<file path="config.mk">
export PLATFORM = sky130hd
export DESIGN_NAME = sexpr_token_lexer
export DESIGN_NICKNAME = d
export VERILOG_FILES = /design/src/rtl/sxl_pkg.sv /design/src/rtl/sexpr_token_lexer.sv /design/src/rtl/sxl_front.sv /design/src/rtl/sxl_fifo.sv /design/src/rtl/sxl_back.sv
export SDC_FILE = /design/constraint.sdc
export NUM_CORES = 1
export LEC_CHECK = 0
export BUFFER_PORTS_ARGS = -buffer_cell sky130_fd_sc_hd__buf_2
export CAP_MARGIN = 10
export CORE_MARGIN = 5
export CORE_UTILIZATION = 60
export DETAILED_ROUTE_END_ITERATION = 8
export GPL_TIMING_DRIVEN = 0
export PLACE_DENSITY = 0.77
export SLEW_MARGIN = 40
export SYNTH_ARGS = -nofsm -noshare
export SYNTH_HDL_FRONTEND = slang
export SYNTH_SLANG_ARGS = --single-unit
</file>
<file path="constraint.sdc">
create_clock -name clk -period 12.49 [get_ports clk]
set_clock_uncertainty 0.1 [all_clocks]
set_input_delay 1.249 -clock clk [delete_from_list [all_inputs] [get_ports clk]]
set_output_delay 1.249 -clock clk [all_outputs]
set_load 0.02 [all_outputs]
</file>
<file path="src/rtl/sxl_pkg.sv">
// Shared types and constants for the s-expression token lexer.
`default_nettype none
package sxl_pkg;

	// Length and depth limits
	localparam logic [31:0] MAX_TOKEN_LEN = 32'd65535;
	localparam logic [15:0] MAX_DEPTH     = 16'd255;
	localparam logic [15:0] LEN_CAP = (MAX_TOKEN_LEN < 32'd65535) ? MAX_TOKEN_LEN[15:0]
		: 16'hFFFF;
	localparam logic [7:0] DEPTH_CAP = (MAX_DEPTH < 16'd255) ? MAX_DEPTH[7:0] : 8'hFF;

	// Queue between front and back
	localparam int QUEUE_DEPTH_DEF = 4;

	// Stream widths
	localparam int IN_TDATA_W  = 8;
	localparam int OUT_TDATA_W = 96;

	// Character codes
	localparam logic [7:0] CH_SEMI   = 8'h3B;
	localparam logic [7:0] CH_LPAREN = 8'h28;
	localparam logic [7:0] CH_RPAREN = 8'h29;
	localparam logic [7:0] CH_COMMA  = 8'h2C;
	localparam logic [7:0] CH_TAB    = 8'h09;
	localparam logic [7:0] CH_CR     = 8'h0D;
	localparam logic [7:0] CH_LF     = 8'h0A;
	localparam logic [7:0] CH_SPACE  = 8'h20;
	localparam logic [7:0] CH_ZERO   = 8'h30;
	localparam logic [7:0] CH_NINE   = 8'h39;

	typedef enum logic [2:0] {
		KIND_OPEN    = 3'd0,
		KIND_CLOSE   = 3'd1,
		KIND_INT     = 3'd2,
		KIND_SYM     = 3'd3,
		KIND_BAD_INT = 3'd4,
		KIND_END     = 3'd5,
		KIND_STRAY   = 3'd6
	} kind_t;

	typedef enum logic [1:0] {
		MODE_IDLE    = 2'd0,
		MODE_ATOM    = 2'd1,
		MODE_COMMENT = 2'd2
	} mode_t;

	// One result token
	typedef struct packed {
		kind_t              kind;
		logic signed [31:0] int_value;
		logic [31:0]        token_start;
		logic [15:0]        token_length;
		logic [7:0]         nest_depth;
		logic               last_of_run;
	} res_t;

	// All results caused by one input byte (one or two)
	typedef struct packed {
		res_t r0;
		res_t r1;
		logic two;
	} bundle_t;

endpackage
`default_nettype wire

</file>
<file path="src/rtl/sexpr_token_lexer.sv">
// A byte's result bundle is written into the bundle queue, then moved into the output register behind m_tvalid.
// The source takes one byte per cycle while the bundle queue is not full; the output port moves
// one result per cycle while m_tready is high, so a byte that yields an atom and a paren holds it for both.
// The bundle queue absorbs such bursts and downstream stalls.
// Reset: arst_n clears lexer state, depth, byte position, queue and output valid.
`default_nettype none
module sexpr_token_lexer
	import sxl_pkg::*;
#(
	parameter int QUEUE_DEPTH = QUEUE_DEPTH_DEF
) (
	input  wire logic                   clk,
	input  wire logic                   arst_n,
	input  wire logic                   s_tvalid,
	output logic                        s_tready,
	input  wire logic [IN_TDATA_W-1:0]  s_tdata,   // [7:0] byte_value
	input  wire logic                   s_tlast,   // end_of_input
	output logic                        m_tvalid,
	input  wire logic                   m_tready,
	// [2:0] token_kind, [34:3] int_value, [66:35] token_start,
	// [82:67] token_length, [90:83] nest_depth, [95:91] zero
	output logic [OUT_TDATA_W-1:0]      m_tdata,
	output logic                        m_tlast    // last_of_run
);

	logic    q_push, q_pop, q_full, q_empty;
	bundle_t q_wr, q_rd;

	sxl_front u_front (
		.clk     (clk),
		.arst_n  (arst_n),
		.s_tvalid(s_tvalid),
		.s_tready(s_tready),
		.s_tdata (s_tdata),
		.s_tlast (s_tlast),
		.q_full  (q_full),
		.q_push  (q_push),
		.q_data  (q_wr)
	);

	sxl_fifo #(
		.DEPTH(QUEUE_DEPTH)
	) u_fifo (
		.clk    (clk),
		.arst_n (arst_n),
		.push   (q_push),
		.wr_data(q_wr),
		.pop    (q_pop),
		.rd_data(q_rd),
		.full   (q_full),
		.empty  (q_empty)
	);

	sxl_back u_back (
		.clk     (clk),
		.arst_n  (arst_n),
		.q_data  (q_rd),
		.q_empty (q_empty),
		.q_pop   (q_pop),
		.m_tvalid(m_tvalid),
		.m_tready(m_tready),
		.m_tdata (m_tdata),
		.m_tlast (m_tlast)
	);

`ifndef SYNTHESIS
	// Queue never overflows or underflows
	a_no_overflow: assert property (@(posedge clk) disable iff (!arst_n)
		q_push |-> !q_full) else $error("bundle queue overflow");
	a_no_underflow: assert property (@(posedge clk) disable iff (!arst_n)
		q_pop |-> !q_empty) else $error("bundle queue underflow");
	// A two-result bundle ends only on its second result
	a_pair_last: assert property (@(posedge clk) disable iff (!arst_n)
		(q_push && q_wr.two) |-> (q_wr.r1.last_of_run && !q_wr.r0.last_of_run))
		else $error("bad last marking in result pair");
	// A non-final result is always followed by its partner
	a_pair_follow: assert property (@(posedge clk) disable iff (!arst_n)
		(m_tvalid && m_tready && !m_tlast) |=> m_tvalid)
		else $error("second result of pair missing");
`endif

endmodule
`default_nettype wire

</file>
<file path="src/rtl/sxl_front.sv">
// Front end: classifies input bytes, keeps lexer state, builds result bundles.
`default_nettype none
module sxl_front
	import sxl_pkg::*;
(
	input  wire logic                  clk,
	input  wire logic                  arst_n,
	input  wire logic                  s_tvalid,
	output logic                       s_tready,
	input  wire logic [IN_TDATA_W-1:0] s_tdata,   // [7:0] byte_value
	input  wire logic                  s_tlast,   // end_of_input
	input  wire logic                  q_full,
	output logic                       q_push,
	output bundle_t                    q_data
);

	function automatic logic is_space(input logic [7:0] c);
		return (c == CH_SPACE) || (c == CH_LF) || (c == CH_COMMA) || (c == CH_TAB) ||
			(c == CH_CR);
	endfunction

	function automatic logic is_digit(input logic [7:0] c);
		return (c >= CH_ZERO) && (c <= CH_NINE);
	endfunction

	mode_t       mode_q, mode_d;
	logic [31:0] atom_start_q, atom_start_d;
	logic [15:0] atom_len_q, atom_len_d;
	logic [31:0] acc_q, acc_d;
	logic        is_num_q, is_num_d;
	logic        malformed_q, malformed_d;
	logic [7:0]  depth_q, depth_d;
	logic [31:0] pos_q, pos_d;

	logic        accept;
	logic [7:0]  c;
	logic        c_paren;
	logic [31:0] acc_step;
	logic [7:0]  paren_depth;
	res_t        atom_res, paren_res, end_res;
	logic        any_res;

	assign s_tready = !q_full;
	assign accept   = s_tvalid && s_tready;
	assign c        = s_tdata[7:0];
	assign c_paren  = (c == CH_LPAREN) || (c == CH_RPAREN);

	// acc*10 + digit as shifts and adds
	assign acc_step = {acc_q[28:0], 3'b000} + {acc_q[30:0], 1'b0} + {28'd0, c[3:0]};

	// Token records that this byte may produce
	always_comb begin
		atom_res = '0;
		atom_res.token_start  = atom_start_q;
		atom_res.token_length = atom_len_q;
		atom_res.nest_depth   = depth_q;
		if (!is_num_q) begin
			atom_res.kind = KIND_SYM;
		end else if (malformed_q) begin
			atom_res.kind = KIND_BAD_INT;
		end else begin
			atom_res.kind      = KIND_INT;
			atom_res.int_value = acc_q;
		end

		paren_res = '0;
		paren_res.token_start  = pos_q;
		paren_res.token_length = 16'd1;
		paren_res.last_of_run  = 1'b1;
		if (c == CH_LPAREN) begin
			paren_depth    = (depth_q < DEPTH_CAP) ? depth_q + 8'd1 : depth_q;
			paren_res.kind = KIND_OPEN;
		end else if (depth_q == 8'd0) begin
			paren_depth    = 8'd0;
			paren_res.kind = KIND_STRAY;
		end else begin
			paren_depth    = depth_q - 8'd1;
			paren_res.kind = KIND_CLOSE;
		end
		paren_res.nest_depth = paren_depth;

		end_res = '0;
		end_res.kind        = KIND_END;
		end_res.token_start = pos_q;
		end_res.nest_depth  = depth_q;
		end_res.last_of_run = 1'b1;
	end

	// Next state
	always_comb begin
		mode_d       = mode_q;
		atom_start_d = atom_start_q;
		atom_len_d   = atom_len_q;
		acc_d        = acc_q;
		is_num_d     = is_num_q;
		malformed_d  = malformed_q;
		depth_d      = depth_q;
		pos_d        = pos_q + 32'd1;
		if (s_tlast) begin
			mode_d       = MODE_IDLE;
			atom_start_d = '0;
			atom_len_d   = '0;
			acc_d        = '0;
			is_num_d     = 1'b0;
			malformed_d  = 1'b0;
			depth_d      = '0;
			pos_d        = '0;
		end else begin
			unique case (mode_q)
				MODE_COMMENT: begin
					if (c == CH_LF) mode_d = MODE_IDLE;
				end
				MODE_ATOM: begin
					if (is_space(c)) begin
						mode_d = MODE_IDLE;
					end else if (c_paren) begin
						mode_d  = MODE_IDLE;
						depth_d = paren_depth;
					end else begin
						if (atom_len_q < LEN_CAP) atom_len_d = atom_len_q + 16'd1;
						if (is_digit(c)) acc_d = acc_step;
						else malformed_d = 1'b1;
					end
				end
				default: begin
					mode_d = MODE_IDLE;
					if (is_space(c)) begin
						mode_d = MODE_IDLE;
					end else if (c == CH_SEMI) begin
						mode_d = MODE_COMMENT;
					end else if (c_paren) begin
						depth_d = paren_depth;
					end else begin
						mode_d       = MODE_ATOM;
						atom_start_d = pos_q;
						atom_len_d   = 16'd1;
						malformed_d  = 1'b0;
						is_num_d     = is_digit(c);
						acc_d        = is_digit(c) ? {28'd0, c[3:0]} : 32'd0;
					end
				end
			endcase
		end
	end

	// Result bundle for this byte
	always_comb begin
		q_data  = '0;
		any_res = 1'b0;
		if (s_tlast) begin
			any_res = 1'b1;
			if (mode_q == MODE_ATOM) begin
				q_data.r0  = atom_res;
				q_data.r1  = end_res;
				q_data.two = 1'b1;
			end else begin
				q_data.r0 = end_res;
			end
		end else begin
			unique case (mode_q)
				MODE_COMMENT: begin
					any_res = 1'b0;
				end
				MODE_ATOM: begin
					if (is_space(c)) begin
						any_res              = 1'b1;
						q_data.r0            = atom_res;
						q_data.r0.last_of_run = 1'b1;
					end else if (c_paren) begin
						any_res    = 1'b1;
						q_data.r0  = atom_res;
						q_data.r1  = paren_res;
						q_data.two = 1'b1;
					end
				end
				default: begin
					if (c_paren && !is_space(c)) begin
						any_res   = 1'b1;
						q_data.r0 = paren_res;
					end
				end
			endcase
		end
	end

	assign q_push = accept && any_res;

	// Lexer state registers
	always_ff @(posedge clk or negedge arst_n) begin
		if (!arst_n) begin
			mode_q       <= MODE_IDLE;
			atom_start_q <= '0;
			atom_len_q   <= '0;
			acc_q        <= '0;
			is_num_q     <= 1'b0;
			malformed_q  <= 1'b0;
			depth_q      <= '0;
			pos_q        <= '0;
		end else if (accept) begin
			mode_q       <= mode_d;
			atom_start_q <= atom_start_d;
			atom_len_q   <= atom_len_d;
			acc_q        <= acc_d;
			is_num_q     <= is_num_d;
			malformed_q  <= malformed_d;
			depth_q      <= depth_d;
			pos_q        <= pos_d;
		end
	end

endmodule
`default_nettype wire

</file>
<file path="src/rtl/sxl_fifo.sv">
// Short queue of result bundles between front and back.
`default_nettype none
module sxl_fifo
	import sxl_pkg::*;
#(
	parameter int DEPTH = QUEUE_DEPTH_DEF
) (
	input  wire logic    clk,
	input  wire logic    arst_n,
	input  wire logic    push,
	input  bundle_t      wr_data,
	input  wire logic    pop,
	output bundle_t      rd_data,
	output logic         full,
	output logic         empty
);

	localparam int PTR_W = (DEPTH > 1) ? $clog2(DEPTH) : 1;
	localparam int CNT_W = $clog2(DEPTH + 1);

	bundle_t            mem_q [DEPTH];
	logic [PTR_W-1:0]   wr_ptr_q, rd_ptr_q;
	logic [CNT_W-1:0]   cnt_q;

	assign full    = (cnt_q == CNT_W'(DEPTH));
	assign empty   = (cnt_q == '0);
	assign rd_data = mem_q[rd_ptr_q];

	// Storage
	always_ff @(posedge clk) begin
		if (push) mem_q[wr_ptr_q] <= wr_data;
	end

	// Pointers and fill count
	always_ff @(posedge clk or negedge arst_n) begin
		if (!arst_n) begin
			wr_ptr_q <= '0;
			rd_ptr_q <= '0;
			cnt_q    <= '0;
		end else begin
			if (push) wr_ptr_q <= (wr_ptr_q == PTR_W'(DEPTH - 1)) ? '0 : wr_ptr_q + 1'b1;
			if (pop) rd_ptr_q <= (rd_ptr_q == PTR_W'(DEPTH - 1)) ? '0 : rd_ptr_q + 1'b1;
			if (push && !pop) cnt_q <= cnt_q + 1'b1;
			else if (pop && !push) cnt_q <= cnt_q - 1'b1;
		end
	end

endmodule
`default_nettype wire

</file>
<file path="src/rtl/sxl_back.sv">
// Back end: splits bundles into single results and drives the output register.
`default_nettype none
module sxl_back
	import sxl_pkg::*;
(
	input  wire logic                   clk,
	input  wire logic                   arst_n,
	input  bundle_t                     q_data,
	input  wire logic                   q_empty,
	output logic                        q_pop,
	output logic                        m_tvalid,
	input  wire logic                   m_tready,
	output logic [OUT_TDATA_W-1:0]      m_tdata,  // kind, int_value, start, length, depth
	output logic                        m_tlast   // last_of_run
);

	res_t out_q, sec_q;
	logic out_vld_q, sec_vld_q;
	logic out_free;

	assign out_free = !out_vld_q || m_tready;
	assign q_pop    = out_free && !sec_vld_q && !q_empty;

	// Output register and pending second result
	always_ff @(posedge clk or negedge arst_n) begin
		if (!arst_n) begin
			out_vld_q <= 1'b0;
			sec_vld_q <= 1'b0;
		end else if (out_free) begin
			if (sec_vld_q) begin
				out_vld_q <= 1'b1;
				sec_vld_q <= 1'b0;
			end else if (!q_empty) begin
				out_vld_q <= 1'b1;
				sec_vld_q <= q_data.two;
			end else begin
				out_vld_q <= 1'b0;
			end
		end
	end

	always_ff @(posedge clk) begin
		if (out_free) begin
			if (sec_vld_q) begin
				out_q <= sec_q;
			end else if (!q_empty) begin
				out_q <= q_data.r0;
				sec_q <= q_data.r1;
			end
		end
	end

	assign m_tvalid = out_vld_q;
	assign m_tlast  = out_q.last_of_run;
	assign m_tdata  = {5'd0, out_q.nest_depth, out_q.token_length, out_q.token_start,
		out_q.int_value, out_q.kind};

endmodule
`default_nettype wire

</file>
==> impl_metrics.toml, run 1 <==
[route]
viasPerCell = 6.220
detail_route.iter0.violations = 1896
vias = 19180
remaining_drc_errors = 0
ant_nets = 0
routed_wl_um = 74000
firstDrtPassIters = 6
wl_per_cell_um = 24.00

[pwr]
clkPwrFrac_pct = 29.5
power_density_nw_per_um2 = 210.4
p_switching_mw = 2.385
p_seq_share_pct = 45.1
max-vdd-ir-drop_uv = 156.9
p_int_mw = 5.790
combPwrFrac_pct = 25.4
switching_share_pct = 29.18
leakage_nw = 13.95

[floorplanning]
io_pins = 112
dieArea_um2 = 61800
start_util_pct = 60.58
die_w_um = 248.6
coreArea_um2 = 56390
rows = 87
die_h_um = 248.6

[layout]
layout_commonest_cell = "edfxtp_1"
drive_gt1_share_pct = 22.18
areaGrowthSynthToFinish_pct = 13.77
fill_cells = 3652
multi_input_area_um2 = 9748
nets = 2347
seq_area_um2 = 23900
final_util_pct = 68.92
layout_common_cells = "685 x edfxtp_1, 137 x mux4_2, 133 x dfrtp_1"

[sta]
post-route-min-period_ps = 4506
post-route-period-util_pct = 36.08
fmax_mhz = 221.9
setup-tns-final_ps = 0
slew_headroom_pct = 43.35
hold_viol = 0
slew_viol_final = 0
rsz0062_at_grt = "false"
finalSetupViolations = 0
tightest_slew_ps = 849.8

[global_route]
grt_use_total_pct = 23.91
grt.overflow.total = 0
first_global_vias = 19820
grt_pass1_wl_um = 115500
grt_max_degree = 72
antenna_found_initial = 6

[critical_path]
critPathBufInv = 4
cp_common_cell = "buf_12"
arrival_ps = 4730
reg2reg_depth = 11
worstPathRequired_ps = 12710
crit_type = "input pin to register"
crit_fanout = 31
crit_end = "u_fifo.mem_q[0][166]$_DFFE_PP_"
crit_cells = 12
end_kind = "register"
r2r-end = "u_front.acc_q[26]$_DFFE_PN0P_"
slowest_stage = "nor4_2"
crit_start = "s_tdata[4]"
crit_path_max_incr_delay_ps = 590
cp_cell_sequence = "buf_2 -> nor4_2 -> a32oi_1 -> o221ai_1 -> a21oi_2 -> nor2_1 -> nor2_1 -> a21oi_2 -> and2_4 -> buf_12 -> buf_12 -> buf_12"
cp_top_family = "simple AND/OR/NAND/NOR gates"
rrSetupSlack_ps = 8830
cp-start-kind = "input pin"
r2r-start = "u_front.acc_q[2]$_DFFE_PN0P_"

[clocking]
clock_sinks = 818
hold_buffers = 0
post_cts_buffers = 0
root_buffer = "clkbuf_16"
numCtsBuffers = 79
clock_latency_ps = 640
cts_resized = 0
cts_tree = "done"
htreeDepth = 3
clockBufferDepth = 3
clk_pin_slew_ps = 60

[status]
status = "finished, final reports clean"

[placement]
gp_congestion = 0.8906
hpwlAfterDp_um = 47850
numPortBuffers = 105

[synth]
yosys.area.top_type_share_pct = 60.22
ys_types = 73
synth_cells = 2037
synthArstFlopShare_pct = 16.26
synth_edf_count = 685
ys_ff_latch = 818
synthFlopType = "edfxtp_1"
synth_area_um2 = 34160
synth_warnings = 0
seq_area_frac_synth_pct = 69.96
synth_area_leaders = "edfxtp_1 60%, dfrtp_1 9.7%, mux4_2 9.0%"
yosys.area.top_type = "edfxtp_1"
avgSynthCellArea_um2 = 16.77

[min_path]
hold_path.class = "register to register"

[run]
cap_violations = 0
[cell families (layout without fill, tap and decap cells)]
kind of cell | after synthesis | after routing | synth area share (%)
buffers and inverters | 135 | 420 | 1.648
DFF | 818 | 818 | 69.96
xor gates and xnor gates | 62 | 62 | 1.590
and+or+nand+nor | 465 | 465 | 7.209
other | 1 | 6 | 0.01098
AOI/OAI and AO/OA | 288 | 288 | 5.897
adders and majority gates | 74 | 74 | 2.776
muxes | 194 | 194 | 10.91
[per-stage QoR]
stage	hold slack, ps	cells	setup slack (ps)	cell area, um^2	power (mW)
floorplan	341.8	2041	5989	34170	5.112
global placement	357.4	2902	2483	35650	5.772
detailed placement	379.2	2935	7379	36230	5.832
CTS	391.8	3082	8031	38850	8.244
global route	415.0	3082	7782	38860	8.527
finish	389.4	3083	7984	38860	8.175
[cell usage after synthesis, types with 15 or more instances]
| cell | count |
|---|---|
| dfrtp_1 | 133 |
| and2_1 | 89 |
| clkbuf_1 | 61 |
| o21ai_0 | 67 |
| nand2_1 | 102 |
| nor2_1 | 79 |
| a21oi_1 | 48 |
| buf_2 | 21 |
| xor2_1 | 27 |
| edfxtp_1 | 685 |
| nand3_1 | 33 |
| mux2_2 | 52 |
| inv_1 | 36 |
| a21o_1 | 16 |
| ha_1 | 71 |
| o31ai_1 | 20 |
| xnor2_1 | 35 |
| nor2b_1 | 55 |
| a22o_1 | 77 |
| and3_1 | 15 |
| nor3_1 | 23 |
| mux4_2 | 137 |
[power by group through the flow]
stage                     registers (mW)  clock network (mW)  logic, mW
after floorplan                     3.94                   0       1.17
after global placement              3.80                   0       1.98
after detailed placement            3.74                   0       2.10
after CTS                           3.69                2.44       2.11
after global routing                3.72                2.57       2.23
final                               3.69                2.41       2.08
[worst min-delay path, stage by stage, from the launching register on]
cell     delay (ps)
dfrtp_1         340
nand2_1          50
o21ai_0          70
[flip-flops by register name, indices dropped and copies added, names as in the netlist, 2 cells and up]
| register | flops |
|---|---|
| u_front.atom_start_q | 32 |
| u_front.atom_len_q | 16 |
| u_front.pos_q | 32 |
| u_back.m_tdata | 91 |
| u_fifo.cnt_q | 3 |
| u_fifo.rd_ptr_q | 2 |
| u_back.sec_q | 45 |
| u_front.acc_q | 32 |
| u_fifo.mem_q | 548 |
| u_front.depth_q | 8 |
| u_front.mode_q | 2 |
| u_fifo.wr_ptr_q | 2 |
[final cells by class]
| cell class | instances | area share, % |
|---|---|---|
| Antenna cell | 1 | 0.006439 |
| Buffer | 99 | 1.133 |
| Clock buffer | 114 | 5.708 |
| Clock inverter | 33 | 1.046 |
| Inverter | 36 | 0.3477 |
| Multi-Input combinational cell | 1088 | 25.08 |
| Sequential cell | 818 | 61.49 |
| Tap cell | 756 | 2.434 |
| Timing Repair Buffer | 138 | 2.746 |
[worst min-delay path by stage]
| stage | slack, ps | end | depth (start not counted) | start |
|---|---|---|---|---|
| finish | 390 | u_front.atom_start_q[30]$_DFFE_PN0P_ | 2 | u_front.atom_start_q[30]$_DFFE_PN0P_ |
| global route | 410 | u_front.atom_start_q[24]$_DFFE_PN0P_ | 1 | u_front.atom_start_q[24]$_DFFE_PN0P_ |
| CTS | 390 | u_front.atom_start_q[30]$_DFFE_PN0P_ | 2 | u_front.atom_start_q[30]$_DFFE_PN0P_ |
| detailed placement | 380 | u_front.atom_start_q[30]$_DFFE_PN0P_ | 2 | u_front.atom_start_q[30]$_DFFE_PN0P_ |
| global placement | 360 | u_front.acc_q[31]$_DFFE_PN0P_ | 2 | u_front.acc_q[31]$_DFFE_PN0P_ |
| floorplan | 340 | u_front.acc_q[31]$_DFFE_PN0P_ | 2 | u_front.acc_q[31]$_DFFE_PN0P_ |
[per-layer routing]
layer | GRT usage (%) | up-vias | wire length, um
met2 | 38.40 | 799 | 36200
met4 | 6.401 | 6 | 1682
met5 | 0 | - | 51
met1 | 34.67 | 9831 | 30570
met3 | 4.336 | 136 | 5494
li1 | - | 8403 | -
Note: power is estimated with default switching activity, not from simulation.
==> run 2, diff against run 1 <==
Clock period 12.49 ns to 4.5 ns, I/O delays scaled along.
==> run 2 against run 1 <==
Net effect: sequential share of layout area hardly changed; clock-buffer cell count decreased by 19; cell count is 0.19% lower; critical endpoint is now u_front.acc_q[29]$_DFFE_PN0P_; combinational power increased to 2.8 times the previous value; sequential cell count is the same; register-to-register slack worse by 8100 ps.
==> impl_metrics.toml, run 2 (synthesis results as in run 1) <==
[pwr]
combPwrFrac_pct = 25.6
p_int_mw = 16.14
power_density_nw_per_um2 = 586.2
leakage_nw = 13.93
max-vdd-ir-drop_uv = 389.1
clkPwrFrac_pct = 29.6
p_seq_share_pct = 44.8
p_switching_mw = 6.646
switching_share_pct = 29.16

[layout]
drive_gt1_share_pct = 21.93
fin_area_um2 = 38880
largest_reg_flops = 548
antenna_cells = 0
fill_cells = 3611
nets = 2344
top_register = "u_fifo.mem_q"
layout_commonest_cell = "edfxtp_1"
layout_common_cells = "685 x edfxtp_1, 137 x mux4_2, 133 x dfrtp_1"
areaGrowthSynthToFinish_pct = 13.82

[sta]
rsz0062_at_grt = "false"
hold_viol = 0
tightest_slew_ps = 877.7
post-route-min-period_ps = 3731
slew_headroom_pct = 41.49
finalSetupViolations = 0
slew_viol_final = 0
setup-tns-final_ps = 0
post-route-period-util_pct = 82.91
fmax_mhz = 268.0

[min_path]
hold_depth = 3
hold_path.class = "input pin to register"
hold_start = "s_tdata[2]"

[clocking]
cts_tree = "done"
clock_latency_ps = 630
clk_pin_slew_ps = 60
numCtsBuffers = 80
root_buffer = "clkbuf_16"
htreeDepth = 3
clockBufferDepth = 3
post_cts_buffers = 0
clock_sinks = 818

[route]
ant_nets = 0
routed_wl_um = 73900
remaining_drc_errors = 0
viasPerCell = 6.253
wl_per_cell_um = 24.02
detail_route.iter0.violations = 1889
vias = 19240
firstDrtPassIters = 6

[floorplanning]
coreArea_um2 = 56390
die_w_um = 248.6
rows = 87
io_pins = 112
die_h_um = 248.6
dieArea_um2 = 61800
start_util_pct = 60.58

[placement]
dpl_cell_area_um2 = 36210
numPortBuffers = 105
hpwlAfterDp_um = 47600
gp_congestion = 0.8904

[global_route]
met3_usage_pct = 4.692
first_global_vias = 19890
grt_pass1_wl_um = 115600
met2_usage_pct = 38.82
grt_max_degree = 72
antenna_found_initial = 6
grt.overflow.total = 0
grt_use_total_pct = 23.84
grtUsageMet1_pct = 33.46
top_usage_layer = "met2"

[run]
cap_violations = 0

[critical_path]
arrival_ps = 4140
crit_type = "register to register"
reg2reg_depth = 12
crit_fanout = 4
r2r-start = "u_front.acc_q[2]$_DFFE_PN0P_"
worstPathRequired_ps = 4910
crit_start = "u_front.acc_q[2]$_DFFE_PN0P_"
cp-start-kind = "register"
end_kind = "register"

[status]
status = "finished, final reports clean"
-- run 2: cell type report --
class | instances | area [um^2] | area share [%]
Sequential cell | 818 | 23900 | 61.47
Inverter | 36 | 135.1 | 0.3476
Multi-Input combinational cell | 1088 | 9754 | 25.09
Timing Repair Buffer | 134 | 1052 | 2.706
Clock buffer | 95 | 2100 | 5.400
Clock inverter | 51 | 554.3 | 1.426
Buffer | 99 | 440.4 | 1.133
Tap cell | 756 | 945.9 | 2.433
-- run 2: repair_timing --
action                                 4_1_cts  5_1_grt
endpoints found under the hold margin       62        0
gates resized for setup                      0        0
hold buffers                                 1        0
-- run 2: path summary, 6_finish.rpt --
kind                       slack [ps]                       endpoint
hold / removal                    130   u_front.acc_q[2]$_DFFE_PN0P_
setup reg to reg                  770  u_front.acc_q[29]$_DFFE_PN0P_
setup / recovery                  770  u_front.acc_q[29]$_DFFE_PN0P_
hold reg to reg                   380  u_front.acc_q[31]$_DFFE_PN0P_
min in group asynchronous         290  u_front.acc_q[29]$_DFFE_PN0P_
max in group asynchronous        3230  u_front.pos_q[17]$_DFFE_PN0P_
-- run 2: metal layers --
layer / wire (um) / share of wire, %
met3: 5591 / 7.6
met1: 30180 / 41
met2: 36260 / 49
met4: 1780 / 2.4
met5: 86 / 0.12
-- run 2: critical path, stage by stage (launching register included) --
cell	delay [ps]
dfrtp_1	460
inv_1	90
fa_1	540
inv_1	60
ha_1	290
a21oi_1	210
o211ai_1	250
a21oi_1	330
a221oi_1	150
a211oi_1	490
a31oi_1	200
o21a_1	200
o31ai_1	240
-- run 2: power groups by stage --
stage / clock (mW) / sequential [mW] / combinational, mW
detailed placement: 0 / 10.4 / 5.86
finish: 6.75 / 10.2 / 5.82
floorplan: 0 / 10.9 / 3.25
CTS: 6.85 / 10.2 / 5.91
global route: 7.17 / 10.3 / 6.23
global placement: 0 / 10.4 / 5.51
-- run 2: metrics by stage --
stage	util (%)	setup WS, ps	hold slack [ps]	cells	power, mW
final	68.95	769.0	132.1	3077	22.79
after global routing	68.95	557.4	142.0	3077	23.72
after CTS	68.93	791.2	99.77	3077	23.00
after detailed placement	64.21	212.5	354.2	2930	16.22
after global placement	63.24	-1676	361.3	2902	15.92
after floorplan	-	321.4	54.41	2041	14.13
